### src/design/lmb_pkg.sv
// Shared types and constants for the layered material blend block.
package lmb_pkg;

    // Width of every value field on the ports
    localparam int FIELD_W = 13;
    localparam int MODE_W = 2;

    // Default fraction width: 1.0 is 2^FRAC_BITS_DEF
    localparam int FRAC_BITS_DEF = 12;

    // Lanes: three albedo channels, then roughness, metallic, occlusion
    localparam int NUM_LANES = 6;
    localparam int NUM_COLOR = 3;
    localparam int LANE_RED = 0;
    localparam int LANE_GREEN = 1;
    localparam int LANE_BLUE = 2;
    localparam int LANE_ROUGH = 3;
    localparam int LANE_METAL = 4;
    localparam int LANE_OCCL = 5;

    typedef enum logic [MODE_W-1:0] {
        MODE_NORMAL   = 2'd0,
        MODE_MULTIPLY = 2'd1,
        MODE_ADD      = 2'd2,
        MODE_OVERLAY  = 2'd3
    } mix_op_t;

    typedef enum logic {
        ST_IDLE = 1'b0,
        ST_LERP = 1'b1
    } ctrl_state_t;

    // Control from the sequencer to every lane
    typedef struct packed {
        logic capture;
        logic commit;
        logic first;
    } lane_ctrl_t;

    // One input item: one material layer
    typedef struct packed {
        logic [FIELD_W-1:0] red;
        logic [FIELD_W-1:0] green;
        logic [FIELD_W-1:0] blue;
        logic [FIELD_W-1:0] rough_in;
        logic [FIELD_W-1:0] metal_in;
        logic [FIELD_W-1:0] occlusion_in;
        logic [FIELD_W-1:0] opacity;
        logic [MODE_W-1:0]  mix_op;
        logic               first_layer;
        logic               last_layer;
    } in_item_t;

    // One result item: the composited material
    typedef struct packed {
        logic [FIELD_W-1:0] red_out;
        logic [FIELD_W-1:0] green_out;
        logic [FIELD_W-1:0] blue_out;
        logic [FIELD_W-1:0] rough_out;
        logic [FIELD_W-1:0] metal_out;
        logic [FIELD_W-1:0] occlusion_out;
    } out_item_t;

endpackage

### src/design/lmb_lane.sv
// One compositing lane: blend against the accumulator, then lerp by opacity.
module lmb_lane
    import lmb_pkg::*;
#(
    parameter int FRAC_BITS = FRAC_BITS_DEF
) (
    input  logic                 aclk,
    input  logic                 aresetn,
    input  lane_ctrl_t           ctrl,
    input  logic [FIELD_W-1:0]   layer_raw,
    input  logic [FIELD_W-1:0]   opacity_raw,
    input  mix_op_t              mode,
    output logic [FRAC_BITS:0]   acc
);

    localparam int VW = FRAC_BITS + 1;
    localparam int CW = (VW > FIELD_W) ? VW : FIELD_W;
    localparam int PW = 2 * VW;
    localparam int LW = 2 * VW + 2;
    localparam logic [CW-1:0] ONE_C = CW'(1) << FRAC_BITS;
    localparam logic [VW-1:0] ONE_V = VW'(1) << FRAC_BITS;
    localparam logic [VW-1:0] HALF_V = VW'(1) << (FRAC_BITS - 1);

    logic [VW-1:0] acc_reg;
    logic [VW-1:0] acc_next;
    logic [VW-1:0] r_reg;
    logic [VW-1:0] r_next;
    logic [VW-1:0] layer_reg;
    logic [VW-1:0] t_reg;

    logic [VW-1:0] layer_sat;
    logic [VW-1:0] t_sat;
    logic          acc_low;
    logic [VW-1:0] mul_a;
    logic [VW-1:0] mul_b;
    logic [PW-1:0] blend_prod;
    logic [PW:0]   blend_scaled;
    logic [PW:0]   blend_sum;
    logic [VW-1:0] blend_rnd;
    logic [VW:0]   add_sum;

    logic signed [VW:0]   lerp_diff;
    logic signed [VW:0]   lerp_t;
    logic signed [LW-1:0] lerp_prod;
    logic signed [LW-1:0] lerp_base;
    logic signed [LW-1:0] lerp_sum;

    // Clamp a field to 1.0
    function automatic logic [VW-1:0] sat_one(input logic [FIELD_W-1:0] v);
        logic [CW-1:0] ve;
        ve = CW'(v);
        if (ve > ONE_C) begin
            return ONE_V;
        end
        return VW'(ve);
    endfunction

    assign layer_sat = sat_one(layer_raw);
    assign t_sat = sat_one(opacity_raw);
    assign acc_low = (acc_reg < HALF_V);

    // Blend the incoming layer against the accumulator
    always_comb begin
        if (mode == MODE_OVERLAY && !acc_low) begin
            mul_a = ONE_V - acc_reg;
            mul_b = ONE_V - layer_sat;
        end else begin
            mul_a = acc_reg;
            mul_b = layer_sat;
        end
        blend_prod = PW'(mul_a) * PW'(mul_b);
        if (mode == MODE_OVERLAY) begin
            blend_scaled = {blend_prod, 1'b0};
        end else begin
            blend_scaled = {1'b0, blend_prod};
        end
        blend_sum = blend_scaled + (PW + 1)'(HALF_V);
        blend_rnd = blend_sum[FRAC_BITS +: VW];
        add_sum = {1'b0, acc_reg} + {1'b0, layer_sat};

        unique case (mode)
            MODE_NORMAL: begin
                r_next = layer_sat;
            end
            MODE_MULTIPLY: begin
                r_next = blend_rnd;
            end
            MODE_ADD: begin
                r_next = (add_sum > {1'b0, ONE_V}) ? ONE_V : add_sum[VW-1:0];
            end
            MODE_OVERLAY: begin
                r_next = acc_low ? blend_rnd : (ONE_V - blend_rnd);
            end
        endcase
    end

    // Lerp: acc*ONE + (r - acc)*t, rounded once; a first layer loads the layer value instead
    always_comb begin
        lerp_diff = $signed({1'b0, r_reg}) - $signed({1'b0, acc_reg});
        lerp_t = $signed({1'b0, t_reg});
        lerp_prod = LW'(lerp_diff) * LW'(lerp_t);
        lerp_base = $signed(LW'(acc_reg) << FRAC_BITS);
        lerp_sum = lerp_base + lerp_prod + $signed(LW'(HALF_V));
        acc_next = ctrl.first ? layer_reg : lerp_sum[FRAC_BITS +: VW];
    end

    // Capture the layer and its blend on accept
    always_ff @(posedge aclk) begin
        if (ctrl.capture) begin
            r_reg <= r_next;
            layer_reg <= layer_sat;
            t_reg <= t_sat;
        end
    end

    // Update the accumulator on commit
    always_ff @(posedge aclk) begin
        if (!aresetn) begin
            acc_reg <= '0;
        end else if (ctrl.commit) begin
            acc_reg <= acc_next;
        end
    end

    // Present the value that the commit writes, so the merge stage sees this layer
    assign acc = acc_next;

endmodule

### src/design/lmb_merge.sv
// Merging stage: gathers the lane accumulators into the output register.
module lmb_merge
    import lmb_pkg::*;
#(
    parameter int FRAC_BITS = FRAC_BITS_DEF
) (
    input  logic                               aclk,
    input  logic                               aresetn,
    input  logic                               push,
    input  logic [NUM_LANES-1:0][FRAC_BITS:0]  lane_acc,
    output logic                               out_free,
    output logic                               m_valid,
    input  logic                               m_ready,
    output out_item_t                          m_data
);

    logic      m_valid_reg;
    out_item_t m_data_reg;
    out_item_t m_data_next;

    // Fit each lane value to the field width
    always_comb begin
        m_data_next.red_out       = FIELD_W'(lane_acc[LANE_RED]);
        m_data_next.green_out     = FIELD_W'(lane_acc[LANE_GREEN]);
        m_data_next.blue_out      = FIELD_W'(lane_acc[LANE_BLUE]);
        m_data_next.rough_out     = FIELD_W'(lane_acc[LANE_ROUGH]);
        m_data_next.metal_out     = FIELD_W'(lane_acc[LANE_METAL]);
        m_data_next.occlusion_out = FIELD_W'(lane_acc[LANE_OCCL]);
    end

    assign out_free = !m_valid_reg || m_ready;

    // Hold the result item until it is taken
    always_ff @(posedge aclk) begin
        if (!aresetn) begin
            m_valid_reg <= 1'b0;
        end else if (push) begin
            m_valid_reg <= 1'b1;
        end else if (m_ready) begin
            m_valid_reg <= 1'b0;
        end
    end

    always_ff @(posedge aclk) begin
        if (push) begin
            m_data_reg <= m_data_next;
        end
    end

    assign m_valid = m_valid_reg;
    assign m_data = m_data_reg;

endmodule

### src/design/layered_material_blend.sv
// A top layer's result item is registered at the end of the lerp state after its accept,
// later only while the output register still holds an earlier item.
// A new layer item is accepted only from idle, after the accumulator loop of the last one
// (blend multiply in the accept cycle, lerp multiply in the lerp state) in each of six lanes.
// A top layer holds in the lerp cycle while the output register still holds an item.
// Reset clears all accumulators to zero, returns the sequencer to idle and empties
// the output register.
module layered_material_blend
    import lmb_pkg::*;
#(
    parameter int FRAC_BITS = FRAC_BITS_DEF
) (
    input  logic      aclk,
    input  logic      aresetn,
    input  logic      s_valid,
    output logic      s_ready,
    input  in_item_t  s_data,
    output logic      m_valid,
    input  logic      m_ready,
    output out_item_t m_data
);

    ctrl_state_t state_reg;
    ctrl_state_t state_next;
    logic        first_reg;
    logic        last_reg;
    logic        accept;
    logic        out_free;
    logic        push;
    lane_ctrl_t  lane_ctrl;

    logic [NUM_LANES-1:0][FIELD_W-1:0]  lane_raw;
    logic [NUM_LANES-1:0][FRAC_BITS:0]  lane_acc;

    assign s_ready = (state_reg == ST_IDLE);
    assign accept = s_valid && s_ready;

    // Sequence capture then commit for each layer
    always_comb begin
        state_next = state_reg;
        lane_ctrl.capture = accept;
        lane_ctrl.first = first_reg;
        lane_ctrl.commit = 1'b0;
        push = 1'b0;
        unique case (state_reg)
            ST_IDLE: begin
                if (accept) begin
                    state_next = ST_LERP;
                end
            end
            ST_LERP: begin
                if (!last_reg || out_free) begin
                    lane_ctrl.commit = 1'b1;
                    push = last_reg;
                    state_next = ST_IDLE;
                end
            end
        endcase
    end

    always_ff @(posedge aclk) begin
        if (!aresetn) begin
            state_reg <= ST_IDLE;
            first_reg <= 1'b0;
            last_reg <= 1'b0;
        end else begin
            state_reg <= state_next;
            if (accept) begin
                first_reg <= s_data.first_layer;
                last_reg <= s_data.last_layer;
            end
        end
    end

    // Route the item fields to the lanes
    always_comb begin
        lane_raw[LANE_RED]   = s_data.red;
        lane_raw[LANE_GREEN] = s_data.green;
        lane_raw[LANE_BLUE]  = s_data.blue;
        lane_raw[LANE_ROUGH] = s_data.rough_in;
        lane_raw[LANE_METAL] = s_data.metal_in;
        lane_raw[LANE_OCCL]  = s_data.occlusion_in;
    end

    for (genvar i = 0; i < NUM_LANES; i++) begin : g_lane
        mix_op_t lane_mode;

        // Scalar lanes always lerp toward the layer value
        if (i < NUM_COLOR) begin : g_color
            assign lane_mode = mix_op_t'(s_data.mix_op);
        end else begin : g_scalar
            assign lane_mode = MODE_NORMAL;
        end

        lmb_lane #(
            .FRAC_BITS(FRAC_BITS)
        ) u_lane (
            .aclk(aclk),
            .aresetn(aresetn),
            .ctrl(lane_ctrl),
            .layer_raw(lane_raw[i]),
            .opacity_raw(s_data.opacity),
            .mode(lane_mode),
            .acc(lane_acc[i])
        );
    end

    lmb_merge #(
        .FRAC_BITS(FRAC_BITS)
    ) u_merge (
        .aclk(aclk),
        .aresetn(aresetn),
        .push(push),
        .lane_acc(lane_acc),
        .out_free(out_free),
        .m_valid(m_valid),
        .m_ready(m_ready),
        .m_data(m_data)
    );

endmodule
### config.mk
export PLATFORM = sky130hd
export DESIGN_NAME = layered_material_blend
export DESIGN_NICKNAME = d
export VERILOG_FILES = /design/src/design/lmb_pkg.sv /design/src/design/lmb_lane.sv /design/src/design/lmb_merge.sv /design/src/design/layered_material_blend.sv
export SDC_FILE = /design/constraint.sdc
export NUM_CORES = 2
export LEC_CHECK = 0
export BUFFER_PORTS_ARGS = -buffer_cell sky130_fd_sc_hd__buf_4
export CAP_MARGIN = 20
export CORE_MARGIN = 2
export CORE_UTILIZATION = 35
export CTS_CLUSTER_SIZE = 10
export DETAILED_ROUTE_END_ITERATION = 10
export GPL_ROUTABILITY_DRIVEN = 0
export PLACE_DENSITY = 0.6
export SLEW_MARGIN = 20
export SYNTH_ARGS = -nofsm -noshare
export SYNTH_HDL_FRONTEND = slang
export SYNTH_SLANG_ARGS = --single-unit
### constraint.sdc
create_clock -name aclk -period 12.9 [get_ports aclk]
set_input_delay 1.29 -clock aclk [delete_from_list [all_inputs] [get_ports aclk]]
set_output_delay 1.29 -clock aclk [all_outputs]
set_load 0.1 [all_outputs]
==> run metrics <==
drt pass-1 iters=7; port bufs=178; Gate Count Post-Synth=8636; initial antenna violation count=8; Final Setup Violations=0; Longest Clk Path Bufs=3; Yosys cell types=106; dpl hpwl=177700 µm; max frequency=0.09450 GHz; Hold Path Class=reg -> reg; run status=finished, final reports clean; Setup Skew=0.05511 ns; minimum clock period=10.58 ns; share of layout cells above drive strength 1=5.752%; Worst setup EP type=flip-flop; crit path kind=in -> reg; total wire length=221300 µm; first-pass GRT wire length=356400 µm; Post-CTS Hold Fix Bufs=0; clock root buffer=clkbuf_16; Final Max Tran Viols=0; total grt overflow=0; critical path arrival=10.96 ns; most used cell along the critical path=fa_1; Avg Synthesized Cell Area=8.934 µm²; wire per inst=19.16 µm; most frequent cells in the layout=inv_1 (1788), fa_1 (1446), nand2_1 (1088), ha_1 (735), and2_1 (559); RSZ-0062 raised after global routing=false; syn nets=10920; Slowest cell on crit path=xnor2_1; synthesized area=77150 µm²; area delta synth->final=8.049%; Chip Height=473.5 µm; Total Nets Final=10920; HP Start=g_lane[4].u_lane.acc_reg[6]; clock slew at reported path FFs=0.06 ns; post-cts resize count=0; Crit path required time=13.28 ns; synth warn=0; starting density of the core=35.15%; Worst R2R Setup Slack=2.59 ns; FF-to-FF Start=g_lane[2].u_lane.acc_reg[2]; Via density=5.080; ANT nets after route=0; CP Max Fanout=13; Setup crit start kind=primary input; Via Count=58660; commonest non-fill, non-tap cell in the layout=inv_1; row cnt=172; pin count of the biggest net entering global routing=67; Inserted Clock Buffers=42; Synth async-reset ratio=0%; Max-Cap Viols=0; # clock sinks=290; Worst Max-Slew Pin Slew=1.133 ns; Primary FF master, synth=edfxtp_1; Post-synth EDFFs=208; boundary pin count=179; Setup crit start=s_data[84]; Rel. slew slack=23.93%; Initial DRC Count=4098; die area=224200 µm²; Post-CTS Setup Bufs=0; total negative setup slack=0 ns; Core ar.=219500 µm²; critical path's largest stage delay=0.88 ns; Residual DRC=0; vias in the first global route=63320; worst skew pair latency=0.65 ns; flops & latches, synth=290; # fillers=22160; GR Util All Layers=20.16%; Seq/Total Area, Yosys=10.22%; Multi-input gate area=61340 µm²; H-Tree Level Count=2; width of the die=473.5 µm; final hold violation count=0; CTS tree=done; FF/Latch Area=7891 µm²; crit share post-route=82.03%
metal layers:
| layer | global-route usage, % | up-vias | routed length (µm) | part of all wire [%] |
|---|---|---|---|---|
| li1 | - | 26750 | - | - |
| met1 | 26.59 | 29750 | 94050 | 42 |
| met2 | 33.91 | 1815 | 105500 | 48 |
| met3 | 2.506 | 337 | 13060 | 5.9 |
| met4 | 7.258 | 10 | 8621 | 3.9 |
| met5 | 0 | - | 57 | 0.026 |
cell usage after synthesis (all sizes together), types with 30 or more instances:
master  number  area (µm²)
nand3       65       325.3
o21a        30       225.2
o21ai      187       935.9
dfxtp       82        1642
ha         735        9196
xor2       100       883.4
nor3       100       505.5
a21o        63       473.0
nand2b      63       394.1
nor2b      149       932.1
fa        1446       28950
and2       560        3503
o211ai      35       272.8
nor2       428        1607
o31ai       41       367.8
a21oi      213        1066
a211oi      85       668.1
a31oi       43       269.0
inv       1789        6715
xnor2      323        2844
edfxtp     208        6246
clkbuf     345        1302
nand2     1090        4091
final timing paths:
path / cells after the start / end
max: 32 / g_lane[0].u_lane.r_reg[12]
min: 2 / g_lane[4].u_lane.acc_reg[6]
max reg2reg: 35 / u_merge.m_data[51]
min reg2reg: 2 / g_lane[4].u_lane.acc_reg[6]
per-stage QoR:
| stage | instance area, µm² | setup WS (ns) | instances | util (%) | hold WS (ns) |
|---|---|---|---|---|---|
| detailed placement | 81950 | 1.757 | 11470 | 37.33 | 0.4503 |
| global route | 83360 | 1.698 | 11550 | 37.98 | 0.4851 |
| floorplan | 77150 | 3.075 | 8636 | - | 0.4363 |
| finish | 83360 | 2.318 | 11550 | 37.98 | 0.4578 |
| CTS | 83290 | 2.430 | 11540 | 37.94 | 0.4591 |
| global placement | 81890 | 2.018 | 11470 | 37.31 | 0.4462 |
cell type report:
type / count / share of cell area (%)
Sequential cell: 290 / 9.466
Clock inverter: 16 / 0.1471
Inverter: 1792 / 8.071
Antenna cell: 1 / 0.003002
Clock buffer: 61 / 1.459
Tap cell: 2871 / 4.309
Timing Repair Buffer: 328 / 2.958
Multi-Input combinational cell: 6188 / 73.59
worst max-delay path, delay by kind of cell:
family / cells / cell delay (ns)
AND/OR/NAND/NOR: 10 / 2.91
adder cells (fa/ha/maj): 6 / 2.88
AO/OA/AOI/OAI: 8 / 1.89
XOR/XNOR: 4 / 1.69
buffers and inverters: 4 / 0.27
logic make-up (layout without fill, tap and decap cells):
family,count (synthesis),after routing,share of synthesized area (%)
AND/OR/NAND/NOR,2637,2637,16.38
flip-flops,290,290,10.22
other,0,1,0
AO/OA/AOI/OAI,923,923,8.204
buffers and inverters,2158,2197,10.58
adder cells (fa/ha/maj),2181,2181,49.44
XOR/XNOR,424,424,4.860
multiplexers,23,23,0.3081
Power is not shown: default switching activity piles up to over one toggle a cycle in this logic, so the estimate is an artifact.
